`src/design/pcdfm_pkg.sv`:
```
// shared types and constants for the pulse capture duty and frequency meter
// no dependencies

package pcdfm_pkg;

    localparam int COUNTER_WIDTH_DEF = 16;

    localparam int TICKS_W  = 16;
    localparam int PERIOD_W = 17;
    localparam int CLK_W    = 27;
    localparam int PRESC_W  = 11;
    localparam int DUTY_W   = 7;
    localparam int DENOM_W  = PERIOD_W + PRESC_W;
    localparam int SCALED_W = TICKS_W + 7;

    localparam int MUL_STEPS = PRESC_W;
    localparam int DIV_STEPS = CLK_W;
    localparam int STEP_W    = $clog2(DIV_STEPS + 1);

    localparam int CFG_IDX_W  = 1;
    localparam int CFG_DATA_W = CLK_W;

    localparam logic [CFG_IDX_W-1:0] REG_CLOCK_HZ  = 1'd0;
    localparam logic [CFG_IDX_W-1:0] REG_PRESCALER = 1'd1;

    localparam logic [CLK_W-1:0]   CLOCK_HZ_RST  = 27'd8000000;
    localparam logic [PRESC_W-1:0] PRESCALER_RST = 11'd8;

    localparam logic [DUTY_W-1:0] DUTY_MAX = 7'd100;

    typedef enum logic [2:0] {
        ST_ARM,
        ST_HIGH,
        ST_LOW,
        ST_MUL,
        ST_DIV,
        ST_LOAD
    } state_t;

endpackage

```
`src/design/pulse_capture_duty_freq_meter.sv`:
```
// pulse capture meter: arms on one edge, stores high time, measures on the next
// bit-serial multiply of period by prescaler, then two shared-count restoring dividers
// depends on pcdfm_pkg

// Edge events are taken as capture transfers on the input channel. The low-time
// edge starts the measurement: period times prescaler is formed by a shift-add
// multiplier, then frequency (clock over that product) and duty (high times 100
// over period) come from two restoring dividers that share one bit counter, and the
// result then moves into the output register. A measuring edge's result is held back
// only while an unread result still holds the output register, and the next edge is
// taken once the result has entered the output register, whether or not it has been
// read yet. A zero period sets period_zero and reports zero frequency and duty; a
// zero prescaler gives zero frequency.

module pulse_capture_duty_freq_meter
    import pcdfm_pkg::*;
#(
    parameter int COUNTER_WIDTH = COUNTER_WIDTH_DEF
)
(
    input  logic                  clk,
    input  logic                  rst_n,

    input  logic                  cfg_write,
    input  logic [CFG_IDX_W-1:0]  cfg_index,
    input  logic [CFG_DATA_W-1:0] cfg_data,

    input  logic                  in_valid,
    output logic                  in_ready,
    input  logic [TICKS_W-1:0]    capture_ticks,

    output logic                  out_valid,
    input  logic                  out_ready,
    output logic [TICKS_W-1:0]    high_ticks,
    output logic [TICKS_W-1:0]    low_ticks,
    output logic [PERIOD_W-1:0]   period_ticks,
    output logic [CLK_W-1:0]      frequency_hz,
    output logic [DUTY_W-1:0]     duty_percent,
    output logic                  period_zero
);

    localparam int TICK_W = (COUNTER_WIDTH < TICKS_W) ? COUNTER_WIDTH : TICKS_W;
    localparam logic [TICKS_W-1:0] TICK_MASK = {TICKS_W{1'b1}} >> (TICKS_W - TICK_W);

    // configuration
    logic [CLK_W-1:0]   clock_hz_reg;
    logic [PRESC_W-1:0] prescaler_reg;

    // control
    state_t             state_reg, state_next;
    logic [STEP_W-1:0]  step_reg, step_next;
    logic               out_valid_reg, out_valid_next;

    // working datapath
    logic [TICKS_W-1:0]  hi_reg, hi_next;
    logic [TICKS_W-1:0]  lo_reg, lo_next;
    logic [PERIOD_W-1:0] period_reg, period_next;
    logic [DENOM_W-1:0]  mcand_reg, mcand_next;
    logic [PRESC_W-1:0]  mplier_reg, mplier_next;
    logic [DENOM_W-1:0]  denom_reg, denom_next;
    logic [CLK_W-1:0]    fnum_reg, fnum_next;
    logic [DENOM_W-1:0]  frem_reg, frem_next;
    logic [CLK_W-1:0]    dnum_reg, dnum_next;
    logic [PERIOD_W-1:0] drem_reg, drem_next;

    // output register
    logic [TICKS_W-1:0]  high_ticks_reg, low_ticks_reg;
    logic [PERIOD_W-1:0] period_ticks_reg;
    logic [CLK_W-1:0]    frequency_hz_reg;
    logic [DUTY_W-1:0]   duty_percent_reg;
    logic                period_zero_reg;
    logic                out_load;

    logic [TICKS_W-1:0]  ticks;
    logic [SCALED_W-1:0] hi_scaled;
    logic [DENOM_W:0]    ftrial;
    logic [DENOM_W:0]    fdiff;
    logic [PERIOD_W:0]   dtrial;
    logic [PERIOD_W:0]   ddiff;

    assign ticks   = capture_ticks & TICK_MASK;

    // high times 100 as 64 + 32 + 4
    assign hi_scaled = {1'b0, hi_reg, 6'b0} + {2'b0, hi_reg, 5'b0} + {5'b0, hi_reg, 2'b0};

    // one restoring step of each divider
    assign ftrial = {frem_reg, fnum_reg[CLK_W-1]};
    assign fdiff  = ftrial - {1'b0, denom_reg};
    assign dtrial = {drem_reg, dnum_reg[CLK_W-1]};
    assign ddiff  = dtrial - {1'b0, period_reg};

    always_ff @(posedge clk or negedge rst_n)
    begin
        if (!rst_n)
        begin
            clock_hz_reg  <= CLOCK_HZ_RST;
            prescaler_reg <= PRESCALER_RST;
        end
        else if (cfg_write)
        begin
            case (cfg_index)
                REG_CLOCK_HZ:  clock_hz_reg  <= cfg_data;
                REG_PRESCALER: prescaler_reg <= cfg_data[PRESC_W-1:0];
                default:       ;
            endcase
        end
    end

    always_ff @(posedge clk or negedge rst_n)
    begin
        if (!rst_n)
        begin
            state_reg     <= ST_ARM;
            step_reg      <= '0;
            out_valid_reg <= 1'b0;
        end
        else
        begin
            state_reg     <= state_next;
            step_reg      <= step_next;
            out_valid_reg <= out_valid_next;
        end
    end

    always_ff @(posedge clk)
    begin
        hi_reg     <= hi_next;
        lo_reg     <= lo_next;
        period_reg <= period_next;
        mcand_reg  <= mcand_next;
        mplier_reg <= mplier_next;
        denom_reg  <= denom_next;
        fnum_reg   <= fnum_next;
        frem_reg   <= frem_next;
        dnum_reg   <= dnum_next;
        drem_reg   <= drem_next;
        if (out_load)
        begin
            high_ticks_reg   <= hi_reg;
            low_ticks_reg    <= lo_reg;
            period_ticks_reg <= period_reg;
            frequency_hz_reg <= (denom_reg == '0) ? '0 : fnum_reg;
            duty_percent_reg <= (period_reg == '0) ? '0 : dnum_reg[DUTY_W-1:0];
            period_zero_reg  <= (period_reg == '0);
        end
    end

    always_comb
    begin
        state_next     = state_reg;
        step_next      = step_reg;
        out_valid_next = out_valid_reg;
        hi_next        = hi_reg;
        lo_next        = lo_reg;
        period_next    = period_reg;
        mcand_next     = mcand_reg;
        mplier_next    = mplier_reg;
        denom_next     = denom_reg;
        fnum_next      = fnum_reg;
        frem_next      = frem_reg;
        dnum_next      = dnum_reg;
        drem_next      = drem_reg;
        in_ready       = 1'b0;
        out_load       = 1'b0;

        if (out_valid_reg && out_ready)
        begin
            out_valid_next = 1'b0;
        end

        case (state_reg)
            ST_ARM:
            begin
                in_ready = 1'b1;
                if (in_valid)
                begin
                    state_next = ST_HIGH;
                end
            end
            ST_HIGH:
            begin
                in_ready = 1'b1;
                if (in_valid)
                begin
                    hi_next    = ticks;
                    state_next = ST_LOW;
                end
            end
            ST_LOW:
            begin
                in_ready = 1'b1;
                if (in_valid)
                begin
                    lo_next     = ticks;
                    period_next = {1'b0, hi_reg} + {1'b0, ticks};
                    mcand_next  = {{(DENOM_W-PERIOD_W){1'b0}}, period_next};
                    mplier_next = prescaler_reg;
                    denom_next  = '0;
                    fnum_next   = clock_hz_reg;
                    frem_next   = '0;
                    dnum_next   = {{(CLK_W-SCALED_W){1'b0}}, hi_scaled};
                    drem_next   = '0;
                    step_next   = STEP_W'(MUL_STEPS);
                    state_next  = ST_MUL;
                end
            end
            ST_MUL:
            begin
                if (mplier_reg[0])
                begin
                    denom_next = denom_reg + mcand_reg;
                end
                mcand_next  = {mcand_reg[DENOM_W-2:0], 1'b0};
                mplier_next = {1'b0, mplier_reg[PRESC_W-1:1]};
                step_next   = step_reg - 1'b1;
                if (step_reg == STEP_W'(1))
                begin
                    step_next  = STEP_W'(DIV_STEPS);
                    state_next = ST_DIV;
                end
            end
            ST_DIV:
            begin
                if (!fdiff[DENOM_W])
                begin
                    frem_next = fdiff[DENOM_W-1:0];
                    fnum_next = {fnum_reg[CLK_W-2:0], 1'b1};
                end
                else
                begin
                    frem_next = ftrial[DENOM_W-1:0];
                    fnum_next = {fnum_reg[CLK_W-2:0], 1'b0};
                end
                if (!ddiff[PERIOD_W])
                begin
                    drem_next = ddiff[PERIOD_W-1:0];
                    dnum_next = {dnum_reg[CLK_W-2:0], 1'b1};
                end
                else
                begin
                    drem_next = dtrial[PERIOD_W-1:0];
                    dnum_next = {dnum_reg[CLK_W-2:0], 1'b0};
                end
                step_next = step_reg - 1'b1;
                if (step_reg == STEP_W'(1))
                begin
                    state_next = ST_LOAD;
                end
            end
            ST_LOAD:
            begin
                if (!out_valid_reg || out_ready)
                begin
                    out_load       = 1'b1;
                    out_valid_next = 1'b1;
                    state_next     = ST_ARM;
                end
            end
            default:
            begin
                state_next = ST_ARM;
            end
        endcase
    end

    assign out_valid    = out_valid_reg;
    assign high_ticks   = high_ticks_reg;
    assign low_ticks    = low_ticks_reg;
    assign period_ticks = period_ticks_reg;
    assign frequency_hz = frequency_hz_reg;
    assign duty_percent = duty_percent_reg;
    assign period_zero  = period_zero_reg;

    // no capture taken while the arithmetic runs
    a_busy_no_capture: assert property (@(posedge clk) disable iff (!rst_n)
        (state_reg == ST_MUL || state_reg == ST_DIV || state_reg == ST_LOAD) |-> !in_ready)
        else $error("capture accepted during measurement");

    // a zero period reports zero frequency and duty
    a_zero_period: assert property (@(posedge clk) disable iff (!rst_n)
        (out_valid && period_zero) |-> (frequency_hz == '0 && duty_percent == '0))
        else $error("zero period with nonzero result");

    // duty never exceeds full scale
    a_duty_range: assert property (@(posedge clk) disable iff (!rst_n)
        out_valid |-> (duty_percent <= DUTY_MAX))
        else $error("duty above 100");

    // period is the sum of the two phases
    a_period_sum: assert property (@(posedge clk) disable iff (!rst_n)
        out_valid |-> (period_ticks == ({1'b0, high_ticks} + {1'b0, low_ticks})))
        else $error("period does not match high plus low");

    // a result enters the output register only after the divide sweep
    a_load_after_div: assert property (@(posedge clk) disable iff (!rst_n)
        (state_reg == ST_LOAD) |-> ($past(state_reg) == ST_DIV || $past(state_reg) == ST_LOAD))
        else $error("output load without divide");

endmodule
```
`config.mk`:
```
export PLATFORM = sky130hd
export DESIGN_NAME = pulse_capture_duty_freq_meter
export DESIGN_NICKNAME = d
export VERILOG_FILES = /design/src/design/pcdfm_pkg.sv /design/src/design/pulse_capture_duty_freq_meter.sv
export SDC_FILE = /design/constraint.sdc
export NUM_CORES = 1
export LEC_CHECK = 0
export BUFFER_PORTS_ARGS = -buffer_cell sky130_fd_sc_hd__buf_2
export CAP_MARGIN = 20
export CORE_MARGIN = 1
export CORE_UTILIZATION = 50
export CTS_BUF_LIST = sky130_fd_sc_hd__clkbuf_16
export DETAILED_ROUTE_END_ITERATION = 7
export GPL_TIMING_DRIVEN = 0
export PLACE_DENSITY_LB_ADDON = 0.2
export SETUP_SLACK_MARGIN = 0.05
export SYNTH_ARGS = -nofsm -noshare
export SYNTH_HDL_FRONTEND = slang
export SYNTH_SLANG_ARGS = --single-unit
```
`constraint.sdc`:
```
create_clock -name clk -period 5.3 [get_ports clk]
set_clock_uncertainty 0.2 [all_clocks]
set_input_delay 0.795 -clock clk [delete_from_list [all_inputs] [get_ports clk]]
set_output_delay 0.795 -clock clk [all_outputs]
set_load 0.005 [all_outputs]
```
Yosys cells after proc, flatten, opt, wreduce, memory -nomap -nowiden
Cells that the tools add are included.

word-level totals
  input bits = 49
  register bits = 346
  output and inout bits = 86

operators by class
  reduce and logical (&&, ||, !) cells = 19
  add/sub/neg operators = 7
  multiplexer cells = 34
  equal/unequal tests = 13
  bitwise gates (word level) = 1

operators by type and width
  operator            number
  $pmux 28 s2         3
  $mux 28             4
  $pmux 27 s2         2
  $mux 27             2
  $mux 17             2
  $pmux 17 s2         1
  $sub 29x28->29      1
  $add 28x28->28      1
  $logic_not 28->1    1
  $add 22x21->23      1
  $add 23x18->23      1
  $pmux 11 s2         1
  $mux 3              6
  $pmux 3 s6          1
  $sub 18x17->18      1
  $add 16x16->17      1
  $logic_not 17->1    1
  $pmux 5 s3          1
  $ne 2x2->1 const B  7
  $reduce_and 2->1    7
  $mux 11             1
  $mux 5              2
  $mux 1              8
  $eq 3x2->1 const B  2
  14 further kinds    16

Longest topological paths before layout
  depth after elaboration = 4
  gate-level depth with buffers = 14

Worst setup path after synthesis
OpenSTA, ideal clock, no wires.

  path kind = in2reg
  start = input out_ready
  end = register duty_percent_reg[0] (netlist: duty_percent[0]) (enable)
  stages on the path = 2
  required time = 4.573 ns
  library setup time = 0.527 ns
  path slack = 0.228 ns
  arrival time = 4.345 ns
  cell sequence = nor2b_1 nor2_1

on the way
  word-level cells in the longest chain between the ends = 3

ends and longest elaborated chain
  item                  line                                  text
  from (decl)           pulse_capture_duty_freq_meter.sv:33   input logic out_ready,
  $logic_or 1x1->1      pulse_capture_duty_freq_meter.sv:252  if (!out_valid_reg || out_ready)
  $mux 1                pulse_capture_duty_freq_meter.sv:252
  $mux 1                pulse_capture_duty_freq_meter.sv:171  case (state_reg)
  net out_load          pulse_capture_duty_freq_meter.sv:72   logic out_load;
  to (signal assigned)  pulse_capture_duty_freq_meter.sv:143  duty_percent_reg <= (period_reg == '0) ? '0 : dnum_reg[DUTY_W-1:0];
  to (decl)             pulse_capture_duty_freq_meter.sv:70   logic [DUTY_W-1:0] duty_percent_reg;

The timed path passes the listed nets, and every way through them passes these cells.
A chain may end at the register's enable or synchronous reset.

Worst setup path in the final report
  start = register hi_reg[5]
  end = register dnum_reg[21], data pin

on the way
  word-level cells in the longest chain between the ends = 4

ends and longest elaborated chain
  item                    line                                  text
  from (decl)             pulse_capture_duty_freq_meter.sv:55   logic [TICKS_W-1:0] hi_reg, hi_next;
  from (signal assigned)  pulse_capture_duty_freq_meter.sv:127  hi_reg <= hi_next;
  $add 22x21->23          pulse_capture_duty_freq_meter.sv:84   assign hi_scaled = {1'b0, hi_reg, 6'b0} + {2'b0, hi_reg, 5'b0} + {5'b0, hi_reg, 2'b0};
  $add 23x18->23 (*)      pulse_capture_duty_freq_meter.sv:84
  $mux 27 (*)             pulse_capture_duty_freq_meter.sv:192  if (in_valid)
  $pmux 27 s2 (*)         pulse_capture_duty_freq_meter.sv:171
  net dnum_next[21]       pulse_capture_duty_freq_meter.sv:63   logic [CLK_W-1:0] dnum_reg, dnum_next;
  to (signal assigned)    pulse_capture_duty_freq_meter.sv:135  dnum_reg <= dnum_next;
  to (decl)               pulse_capture_duty_freq_meter.sv:63

The timed path passes the listed nets; every way through them passes the cells marked *. The select of a mux whose other input is x is not followed.

==> impl_metrics.csv <==
group,metric,value,unit
timing,hold_ws,-0.00875,ns
place,io_buffers,134,
final_layout,nNetsFinal,1966,
clock_network,cts_num_sinks,346,
place,dp_hpwl,30.1,mm
clock_network,cts_buffers,38,
timing,final-hold-violation-count,10,
timing,max_slew.worst_pin.slew,0.965,ns
final_layout,drive_gt1_share,14.9,%
floorplanning,die_y,193,um
worst_setup_path,r2r_start,"hi_reg[5]$_DFFE_PP_",
clock_network,cts_setup_buffers,0,
floorplanning,core_area,0.0358,sq mm
worst_setup_path,endpoint_kind,"register",
worst_setup_path,cp_max_fo,5,
synth,synth_edf_count,299,
place,gp_congestion,0.910,
final_layout,area_delta_synth_final,14.3,%
clock_network,cts.repair.resized,0,
final_layout,nFillCells,2942,
worst_setup_path,reg2reg_to,"dnum_reg[21]$_DFFE_PP_",
worst_setup_path,reg2reg_depth,11,
synth,ys_ff_latch,346,
clock_network,clockBufferDepth,3,
global_route,grt_overflow_total,0,
clock_network,htreeDepth,2,
final_layout,register_area,0.0102,sq mm
global_route,grt_max_degree,54,
floorplanning,rows,69,
worst_setup_path,startpoint,"hi_reg[5]$_DFFE_PP_",
clock_network,clkTransAtPathRegs,0.06,ns
clock_network,ctsHoldBuffers,0,
final_layout,multi_input_area,0.00770,sq mm
power,p_leak,8.52,nW
detailed_routing,wl_per_cell,18.3,um
synth,synth_nets,1785,
power,total_power,12.2,mW
timing,period_needed,4.06,ns
synth,synth.area.top_cells,"edfxtp_1 49%, ha_1 7.6%, dfrtp_1 5.3%",
synth,synthFlopType,"edfxtp_1",
floorplanning,start_util,51.1,%
synth,yosysTopAreaCell,"edfxtp_1",
worst_setup_path,r2r_slack,1.24,ns
global_route,grt_first_pass_wirelength,66.8,mm
detailed_routing,postRouteWirelength,41.7,mm
clock_network,cts_root_buf,"clkbuf_16",
timing,final-setup-viol-count,0,
synth,synth_cells,1608,
synth,yosysWarningCount,0,
clock_network,cts_tree,"yes",
power,p_per_area,582,mW/mm^2
timing,fin_crit_sh,76.6,%
outcome,status,"complete, but fails checks",
global_route,antenna_found_initial,3,
detailed_routing,drtIter0Drc,738,
worst_setup_path,crit_path_start_kind,"register",
final_layout,post-route-util,58.5,%
synth,ys_seq_area_share,55.5,%
synth,syn_area,0.0183,sq mm
worst_setup_path,worstPathRequired,5.38,ns
synth,ys_types,67,
min_path,hold_path.class,"in2async",
global_route,globalRouteTotalUtil,22.7,%
clock_network,clock_latency,0.55,ns
detailed_routing,firstDrtPassIters,6,
detailed_routing,route.detailed.drc,0,
worst_setup_path,crit_arrival,4.14,ns
worst_setup_path,path_class,"reg2reg",
outcome,violations,"hold timing",
synth,async_flop_share,13.6,%
power,max-vdd-ir-drop,0.000349,V
floorplanning,die_width,193,um
floorplanning,num_io_pins,135,
timing,rsz0062_at_grt,"false",
synth,yosysTopAreaCellShare,49.0,%
timing,maxSlewViolCount,0,
detailed_routing,drtAntennaViolNets,0,
timing,max_freq,246,MHz
detailed_routing,num_vias,12600,
job,max_cap_viol_count,0,
floorplanning,die_area,0.0374,sq mm
global_route,grt_pass1_vias,12600,
synth,synth.avg_cell_area,11.4,sq um
timing,slew_headroom,35.4,%
detailed_routing,via_per_inst,5.55,
[synth_stat cells, types with 3 or more instances]
master	count
clkbuf_1	42
a2111oi_0	3
mux2i_1	22
inv_1	79
xor2_1	27
o31a_1	5
dfrtp_1	39
o2111ai_1	3
fa_1	17
o21a_1	21
nand4_1	13
o31ai_1	10
mux2_2	44
nand2b_1	11
edfxtp_1	299
nor4_1	12
o21ai_0	60
nor3_1	22
o211ai_1	8
or2_2	7
nor2b_1	47
or3_1	5
a21o_1	32
nand2_1	232
dfstp_2	8
a211o_1	4
and2_1	26
nand3_1	32
a21oi_1	99
nor2_1	128
o21bai_1	6
nand3b_1	6
o22ai_1	3
xnor2_1	54
ha_1	111
a211oi_1	13
a31oi_1	8
and3_1	6
buf_2	4
[critical path, cell delays in order (launching register included)]
cell	delay [ns]
edfxtp_1	0.59
fa_1	0.54
ha_1	0.33
a21o_1	0.18
a311oi_1	0.50
a211oi_1	0.18
or3_1	0.40
o311ai_1	0.16
o2111ai_1	0.23
a21oi_1	0.21
xor2_1	0.16
o21ai_0	0.09
[worst max path at each step]
stage                                          to  slack (ns)
global placement        period_ticks[0]$_DFFE_PP_       -1.84
global route               dnum_reg[21]$_DFFE_PP_        0.94
finish                     dnum_reg[21]$_DFFE_PP_        1.24
CTS                        dnum_reg[21]$_DFFE_PP_        1.26
floorplan           duty_percent[0]$_SDFFCE_PP0P_        0.23
detailed placement        mcand_reg[16]$_DFFE_PP_        1.16
[power breakdown]
part	internal (mW)	leakage, nW	switching, mW
clock network	1.48	0.631	1.09
logic	2.18	4.54	3.09
registers	3.92	3.34	0.422
total	7.59	8.52	4.60
[metrics by stage]
step | TNS, ns | instances | cell area, sq um | hold WS, ns | setup slack [ns]
5_1_grt | 0 | 2279 | 20900 | 0.0162 | 0.938
2_1_floorplan | 0 | 1608 | 18300 | 0.200 | 0.228
6_report | 0 | 2280 | 20900 | -0.00875 | 1.24
3_3_place_gp | -168.21 | 2203 | 19600 | 0.203 | -1.84
4_1_cts | 0 | 2278 | 20900 | 0.221 | 1.26
3_5_place_dp | 0 | 2209 | 19700 | 0.207 | 1.16
[layout make-up]
class / count / area share (%)
diodes: 1 / 0.0119
plain buffers: 49 / 0.938
clock buffers: 39 / 4.66
clock inverters: 30 / 1.06
inverters: 79 / 1.42
multi-input cells: 1134 / 36.8
flip-flops and latches: 346 / 48.5
well taps: 461 / 2.75
repair buffers: 141 / 3.86
[logic make-up (layout without fill, tap and decap cells)]
kind of cell             Yosys count  after routing  share of synthesized area [%]
AND/OR/NAND/NOR                  557            557                           13.9
flip-flops                       346            346                           55.5
AO/OA/AOI/OAI                    301            301                           10.6
adder cells (fa/ha/maj)          128            128                           9.44
buffers and inverters            128            338                           2.69
XOR/XNOR                          82             82                           3.96
multiplexers                      66             66                           3.91
other                              0              1                              0
[layout by cell type (no fill, tap or decap), types with 4 or more instances in the layout]
| cell | count |
|---|---|
| and3_1 | 6 |
| nor2b_1 | 47 |
| a211oi_1 | 13 |
| o21a_1 | 21 |
| nor2_1 | 127 |
| inv_1 | 91 |
| and2_1 | 26 |
| buf_2 | 138 |
| o21ai_0 | 60 |
| nor4_1 | 11 |
| o31ai_1 | 10 |
| a21oi_1 | 99 |
| or2_2 | 7 |
| clkbuf_16 | 39 |
| ha_1 | 111 |
| edfxtp_1 | 299 |
| xnor2_1 | 54 |
| dfrtp_1 | 39 |
| nand3_1 | 32 |
| nand2_1 | 230 |
| o21bai_1 | 6 |
| a211o_1 | 4 |
| o211ai_1 | 8 |
| nand2b_1 | 11 |
| dfstp_2 | 8 |
| mux2i_1 | 22 |
| clkinv_2 | 4 |
| mux2_2 | 44 |
| clkbuf_1 | 42 |
| a31oi_1 | 8 |
| fa_1 | 17 |
| nand3b_1 | 6 |
| xor2_1 | 27 |
| nor3_1 | 22 |
| a21o_1 | 32 |
| clkinv_1 | 5 |
| nand4_1 | 13 |
| or3_1 | 5 |
| o31a_1 | 5 |
[metal layers]
layer | share of wire [%] | vias to the layer above | wire length, um | GRT usage (%)
met5 | 0.050 | - | 21 | 0
met4 | 1.8 | 4 | 751 | 5.51
li1 | - | 6172 | - | -
met3 | 6.3 | 62 | 2620 | 5.70
met2 | 46 | 290 | 19100 | 36.6
met1 | 46 | 6120 | 19200 | 30.8
No activity file was read; power rests on OpenSTA's default activity.
